## config.mk

```make
export PLATFORM = sky130hd
export DESIGN_NAME = sqa_front
export DESIGN_NICKNAME = d
export VERILOG_FILES = /design/src/rtl/sqa_pkg.sv /design/src/rtl/sqa_front.sv
export SDC_FILE = /design/constraint.sdc
export NUM_CORES = 1
export LEC_CHECK = 0
export ABC_CLOCK_PERIOD_IN_PS = 17500
export BUFFER_PORTS_ARGS = -buffer_cell sky130_fd_sc_hd__buf_2
export CORE_ASPECT_RATIO = 0.6
export CORE_MARGIN = 4
export CORE_UTILIZATION = 55
export CTS_BUF_LIST = sky130_fd_sc_hd__clkbuf_4 sky130_fd_sc_hd__clkbuf_8
export CTS_CLUSTER_SIZE = 14
export DETAILED_ROUTE_END_ITERATION = 10
export MAX_ROUTING_LAYER = met4
export PLACE_DENSITY = 0.83
export REMOVE_ABC_BUFFERS = 1
export SLEW_MARGIN = 5
export SYNTH_ARGS = -nofsm -noshare
export SYNTH_HDL_FRONTEND = slang
export SYNTH_SLANG_ARGS = --single-unit
```

## constraint.sdc

```tcl
create_clock -name clock -period 17.5 [get_ports clock]
set_input_delay 0.875 -clock clock [delete_from_list [all_inputs] [get_ports clock]]
set_output_delay 0.875 -clock clock [all_outputs]
set_load 0.02 [all_outputs]
```

## src/rtl/sqa_pkg.sv

```systemverilog
// shared types, codes and helpers for the shadow atlas quadtree allocator
// no dependencies; imported by sqa_front, sqa_engine, the top unit and the testbench
`default_nettype none

package sqa_pkg;

   localparam int MAX_LEVELS_DEF     = 5;
   localparam int FREE_PER_LEVEL_DEF = 256;
   localparam int LIGHT_SLOTS_DEF    = 64;
   localparam int RETIRE_SLOTS_DEF   = 64;

   localparam logic [1:0] CMD_ACQUIRE = 2'd0;
   localparam logic [1:0] CMD_RELEASE = 2'd1;
   localparam logic [1:0] CMD_COLLECT = 2'd2;
   localparam logic [1:0] CMD_LOOKUP  = 2'd3;

   localparam logic [2:0] ST_OK        = 3'd0;
   localparam logic [2:0] ST_INVALID   = 3'd1;
   localparam logic [2:0] ST_NO_SPACE  = 3'd2;
   localparam logic [2:0] ST_NOT_FOUND = 3'd3;
   localparam logic [2:0] ST_FULL      = 3'd4;

   localparam logic [0:0] CSR_ATLAS_LOG2 = 1'b0;
   localparam logic [0:0] CSR_MIN_LOG2   = 1'b1;

   localparam logic [3:0] ATLAS_LOG2_RST = 4'd12;
   localparam logic [3:0] MIN_LOG2_RST   = 4'd8;

   typedef struct packed {
      logic [1:0]  command;
      logic        light_valid;
      logic [15:0] light_id;
      logic [15:0] requested_resolution;
      logic [63:0] fence_value;
   } sqa_req_type;

   typedef struct packed {
      logic [2:0]  status;
      logic [14:0] alloc_x;
      logic [14:0] alloc_y;
      logic [15:0] alloc_size;
      logic [6:0]  freed_count;
   } sqa_rsp_type;

   typedef struct packed {
      logic [3:0] atlas_log2;
      logic [3:0] min_eff;
   } sqa_cfg_type;

   typedef struct packed {
      logic [1:0]  command;
      logic        light_valid;
      logic [15:0] light_id;
      logic [63:0] fence_value;
      logic [3:0]  target;
   } sqa_job_type;

   typedef struct packed {
      logic [15:0] key;
      logic [14:0] x;
      logic [14:0] y;
      logic [15:0] size;
   } sqa_held_type;

   typedef struct packed {
      logic [14:0] x;
      logic [14:0] y;
      logic [15:0] size;
   } sqa_gone_type;

   typedef struct packed {
      logic [14:0] x;
      logic [14:0] y;
   } sqa_blk_type;

   // tree level for a block edge: rounded up to a power of two and clamped
   function automatic logic [3:0] level_of(input logic [15:0] res, input logic [3:0] asl,
                                           input logic [3:0] min_eff);
      logic [15:0] m;
      logic [4:0]  k;
      m = (res == 16'd0) ? 16'd0 : res - 16'd1;
      k = 5'd0;
      for (int b = 0; b < 16; b++) begin
         if (m[b]) k = 5'(b + 1);
      end
      if (k < {1'b0, min_eff}) k = {1'b0, min_eff};
      if (k > {1'b0, asl}) k = {1'b0, asl};
      return asl - k[3:0];
   endfunction

endpackage

`default_nettype wire

```

## src/rtl/sqa_front.sv

```systemverilog
// front end: accepts commands, works out the target level, two entry queue
// depends on sqa_pkg
`default_nettype none

module sqa_front import sqa_pkg::*; (
   input  wire logic        clock,
   input  wire logic        reset,
   input  wire sqa_cfg_type cfg,
   input  wire logic        req_valid,
   output logic             req_ready,
   input  wire sqa_req_type req_data,
   output logic             job_valid,
   input  wire logic        job_ready,
   output sqa_job_type      job
);

   sqa_job_type q_ff [2];
   logic        wp_ff, wp_in, rp_ff, rp_in;
   logic [1:0]  cnt_ff, cnt_in;
   sqa_job_type enq;
   logic        push, pop;

   always_comb begin
      enq.command     = req_data.command;
      enq.light_valid = req_data.light_valid;
      enq.light_id    = req_data.light_id;
      enq.fence_value = req_data.fence_value;
      enq.target      = level_of(req_data.requested_resolution, cfg.atlas_log2, cfg.min_eff);
   end

   assign req_ready = (cnt_ff != 2'd2);
   assign job_valid = (cnt_ff != 2'd0);
   assign job       = q_ff[rp_ff];
   assign push      = req_valid && req_ready;
   assign pop       = job_valid && job_ready;

   always_comb begin
      wp_in  = push ? ~wp_ff : wp_ff;
      rp_in  = pop ? ~rp_ff : rp_ff;
      cnt_in = cnt_ff + 2'(push) - 2'(pop);
   end

   always_ff @(posedge clock) begin
      if (reset) begin
         wp_ff  <= 1'b0;
         rp_ff  <= 1'b0;
         cnt_ff <= 2'd0;
      end else begin
         wp_ff  <= wp_in;
         rp_ff  <= rp_in;
         cnt_ff <= cnt_in;
      end
   end

   always_ff @(posedge clock) begin
      if (push) q_ff[wp_ff] <= enq;
   end

endmodule

`default_nettype wire

```

; ---- After elaboration in Yosys (flattened, before gate mapping)
; Memories as Yosys holds them, arrays and structs flattened. A register that Yosys moved wholly into a read port is not among the register bits.
; Index checks and enable logic that the tools add are counted.
[word_totals]
memories = 1
inputBits = 111
wordCells = 40
regBits = 4
out_inout_bits = 89
mem_bits_rw = 174
[classes]
n_mux = 23
reduce_logical = 4
add_sub_neg = 4
bitwise_logic = 2
eq_ne = 1
magnitude_cmp = 2
[mem_list]
columns = memory, depth, width, rd, rd_clocked_by_memory_dff, wr, line
row1 = q_ff, 2, 87, 1, 1, 1, sqa_front.sv:17  ; sqa_job_type q_ff [2];
[op_table]
columns = cell, count
row1 = $mux W5, 16
row2 = $logic_not A16 Y1, 1
row3 = $mux W16, 1
row4 = $sub A16 B1 Y16 const B, 1
row5 = $gt A5 B4 Y1, 1
row6 = $lt A5 B4 Y1, 1
row7 = $mux W1, 5
row8 = $mux W4, 1
row9 = $sub A4 B4 Y4, 1
row10 = $add A2 B1 Y2, 1
row11 = $logic_and A1 B1 Y1, 2
row12 = $ne A2 B2 Y1 const B, 1
row13 = $not A1 Y1, 2
row14 = $reduce_bool A2 Y1, 1
row15 = $sub A2 B1 Y2, 1

; ---- Logic depth before layout (Yosys ltp)
[logic_depth]
word_depth = 23
depth_mapped = 30
depth_no_buf = 29

; ---- Worst setup path after synthesis
; Ideal clock, no wire load.
[synth_timing]
kind = in2reg
start = in req_data[64] (netlist name)
end = mem q_ff[0][3] (netlist name) (data pin)
t_arrival_ns = 6.234
path_buffers = 1
setup_slack_ns = 11.003
cell_stages = 27
path_cell_list = inv_1 ha_1 buf_2 or4b_4 or4_1 a21o_1 a211o_1 a21oi_1 a21oi_1 ha_1 a21o_1 a21oi_1 o211ai_1 a31oi_4 mux2_4 ha_1 nor2b_1 o21ai_0 nand2b_1 a21oi_1 a41o_1 nand2_1 mux2i_1 ha_1 a21o_1 a21oi_1 xnor2_1
[synth_rtl]
columns = element, line
row1 = "start, declared", sqa_front.sv:11  ; input wire sqa_req_type req_data,
row2 = "end, declared", sqa_front.sv:17

==> summary.md <==
| Metric | Value |
|---|---|
| Clock share of power | around 22% |
| Port Buf Inserts | 199 |
| Cts bufs inserted | 17 |
| Post-Route WL | around 16 mm |
| Syn Area/Cell | 16.7 um2 |
| Mapped Area | 0.00769 mm2 |
| Initial Utilization | 56.3% |
| Power share of the combinational group | between 20% and 30% |
| Metal3 WL | ~1.7 mm |
| Clk buf depth | 2 |
| Dpl cell area | 0.00888 mm2 |
| Final Critical Period | around 7 ns |
| Critical Path Start | req_data[69] |
| Layout area overhead | 20.5% |
| Mapped Cells | 461 |
| Period utilization | 39.0% |
| Ys async rst share | 0% |
| All-Layer GR Usage | around a fifth |
| Synth area leader | edfxtp_1 |
| WL/cell | 18.7 um |
| M1 WL | around 7 mm |
| H-tree Lvls | 4 |
| I/O pin cnt | 200 |
| Top Metal Used | met4 |
| Initial antenna violation count | 3 |
| Tightest Pin Transition | 0.828 ns |
| Synth cell types | 64 |
| Fin. max-slew vios | 0 |
| Kind of end point of the critical path | flip-flop |
| Depth of the most critical reg-to-reg path | 4 |
| Synth warnings | 0 |
| Sequential cell area | 0.00533 mm2 |
| Worst VDD drop | roughly 0.000065 V |
| Sw Share | 33.5% |
| Die ar. | roughly 0.016 mm2 |
| Pwr Total | 1.19 mW |
| Fin Setup TNS | 0 ns |
| Critical path class | in2reg |
| Int Pwr | 0.790 mW |
| Num Clock Sinks | around 180 |
| CP Data Arrival Time | 7.01 ns |
| Synth Flop Type | edfxtp_1 |
| Layout Nets | 791 |
| Crit path to | q_ff[0][3] |
| Fraction of layout cells with a size suffix above 1 | 50.4% |
| Hold WC Path Type | reg2reg |
| Multi-input gate area | ~0.0022 mm2 |
| First-pass detailed-route iteration total | 4 |
| Clk pin slew, worst setup/hold paths | 0.09 ns |
| Critical path launch point type | input port |
| Final Setup Violations | 0 |
| First-pass GRT wire length | 25.1 mm |
| Via count | 4755 |
| Cell area power density | about 130 mW/mm2 |
| Top post-synthesis cells by count | edfxtp_1, mux2_2, nor2_1 |
| Yosys reg bits | 179 |
| Core Rows | 33 |
| Clock latency at the later pin of the worst-skew pair | between 0.4 and 0.5 ns |
| Placer Congestion | 0.975 |
| Root Buffer | clkbuf_8 |
| Max-slew headroom | about 45% |
| Vias in the first global route | 4825 |
| CTS Hold Bufs | 0 |
| Seq/Total Area, Yosys | 69.3% |
| Post-route antenna net violation count | 0 |
| Remaining DRCs | 0 |
| EDFF count, synth | 174 |
| CTS resizes | 0 |
| Switch Pwr | 0.397 mW |
| Highest Clock Rate | 0.147 GHz |
| Pin count of the biggest net entering global routing | 60 |
| RSZ-0062 raised after global routing | false |
| Worst r2r src | cnt_ff[0] |
| Max_cap viols | 0 |
| WL met2 | between 7 and 8 mm |
| Dpl hpwl | between 10 and 15 mm |
| Top-count cell post-synth | edfxtp_1 |
| Number of DRC markers in iteration 0 | 297 |
| Worst EP required | 17.69 ns |
| Gr ovfl total | 0 |
| Fin. Hold Viols | 0 |
| Routed vias/inst | 5.44 |
| Top cells by area, synth | edfxtp_1, mux2_2, ha_1 |
| Fillcell total | roughly 950 |
| Leakage Power | roughly 3.5 nW |
| Height of the die | 99.6 um |
| Number of setup buffers added after CTS | 0 |
| Yosys top cell area share | between 60% and 70% |
| CP max FO | 7 |
| Final Instance Area | roughly 0.009 mm2 |
| Core area | 0.0137 mm2 |
| FF-to-FF setup slack | around 15 ns |
| Reg power frac | between 40% and 50% |
| CTS tree | yes |
| Status | finished, final reports clean |
| Die Width | 161 um |
| R2R Path End | q_ff[0][51] |
| Setup Skew | roughly 0.010 ns |
==> how the worst min path moves through the flow <==
stage               cells after the start   from  slack, ns   endpoint
floorplan                               2  rp_ff       0.48  flip-flop
global placement                        2  rp_ff       0.50      rp_ff
detailed placement                      2  rp_ff       0.54  flip-flop
CTS                                     2  rp_ff       0.56  flip-flop
global route                            2  rp_ff       0.56      rp_ff
finish                                  2  rp_ff       0.55  flip-flop
==> critical path: stages <==
cell and delay [ns]:
buf_2 0.13, nor3_1 0.57, nand4_1 0.30, nor4_1 0.57, mux2i_1 0.48, nand2_1 0.14
a21oi_1 0.32, ha_1 0.33, a21oi_1 0.22, o211ai_1 0.18, a31oi_4 0.34, mux2_4 0.35
ha_1 0.29, nor2b_1 0.13, o21ai_0 0.14, nand2b_1 0.07, a21oi_1 0.14, a41o_1 0.13
nand2_1 0.20, mux2i_1 0.35, ha_1 0.30, a21o_1 0.17, a21oi_1 0.18, xnor2_1 0.10
==> power by group through the flow <==
stage / Clock, mW / Sequential [mW] / Combinational [mW]
after global routing: 0.292 / 0.578 / 0.376
after detailed placement: 0 / 0.583 / 0.352
after CTS: 0.272 / 0.573 / 0.355
after global placement: 0 / 0.578 / 0.348
final: 0.264 / 0.572 / 0.350
after floorplan: 0 / 0.589 / 0.230
==> cells by family (layout without fill, tap and decap cells) <==
logic type | after synthesis | count (layout) | synth area share, %
other | 0 | 4 | 0
DFF | 179 | 179 | 69.3
and+or+nand+nor | 78 | 78 | 6.04
adders and majority gates | 15 | 15 | 2.54
buffers and inverters | 35 | 252 | 2.07
AOI/OAI and AO/OA | 49 | 49 | 5.06
muxes | 93 | 93 | 13.7
xor gates and xnor gates | 12 | 12 | 1.37
==> state kept, by name, summed over array words and instances, names as in the netlist, named ones only <==
name / flops
cnt_ff: 2
q_ff: 174
rp_ff: 1
wp_ff: 1
==> cell usage in the layout, fill, tap and decap left out, types with 3 or more instances in the layout <==
| cell type | n |
|---|---|
| buf_2 | 199 |
| edfxtp_1 | 174 |
| mux2_2 | 87 |
| nor2_1 | 19 |
| inv_1 | 17 |
| clkbuf_8 | 17 |
| nand2_1 | 15 |
| ha_1 | 14 |
| a21oi_1 | 9 |
| o21ai_0 | 7 |
| xnor2_1 | 7 |
| nand4_1 | 6 |
| xor2_1 | 5 |
| diode_2 | 4 |
| or4_1 | 4 |
| nand3_1 | 4 |
| dfxtp_1 | 4 |
| buf_4 | 4 |
| nor3_1 | 3 |
| a21o_1 | 3 |
| nor4_1 | 3 |
| mux2i_1 | 3 |
| nor2b_1 | 3 |
| o211ai_1 | 3 |
| inv_8 | 3 |
| clkinv_4 | 3 |
| clkinvlp_4 | 3 |
| inv_6 | 3 |
==> layout make-up <==
class,instances,share of cell area [%]
diodes,4,0.108
clock buffers,17,2.53
clock inverters,15,1.57
inverters,17,0.689
multi-input cells,247,23.9
flip-flops and latches,179,57.5
well taps,192,2.59
repair buffers,203,11.1
==> through the flow <==
| step | hold slack, ns | util, % | setup slack, ns | std cells |
|---|---|---|---|---|
| 6_report | 0.546 | 67.8 | 10.68 | 874 |
| 5_1_grt | 0.565 | 67.8 | 10.06 | 873 |
| 4_1_cts | 0.563 | 67.7 | 10.73 | 870 |
| 3_5_place_dp | 0.540 | 64.9 | 10.24 | 838 |
| 3_3_place_gp | 0.499 | 64.9 | 10.53 | 838 |
| 2_1_floorplan | 0.481 | - | 10.94 | 443 |
==> layer usage <==
layer,global-route usage [%],vias to the layer above
met3,8.24,17
met2,31.8,231
met1,27.2,2299
met4,5.02,0
met5,-,-
li1,-,2208
No activity file was read; power rests on OpenSTA's default activity.
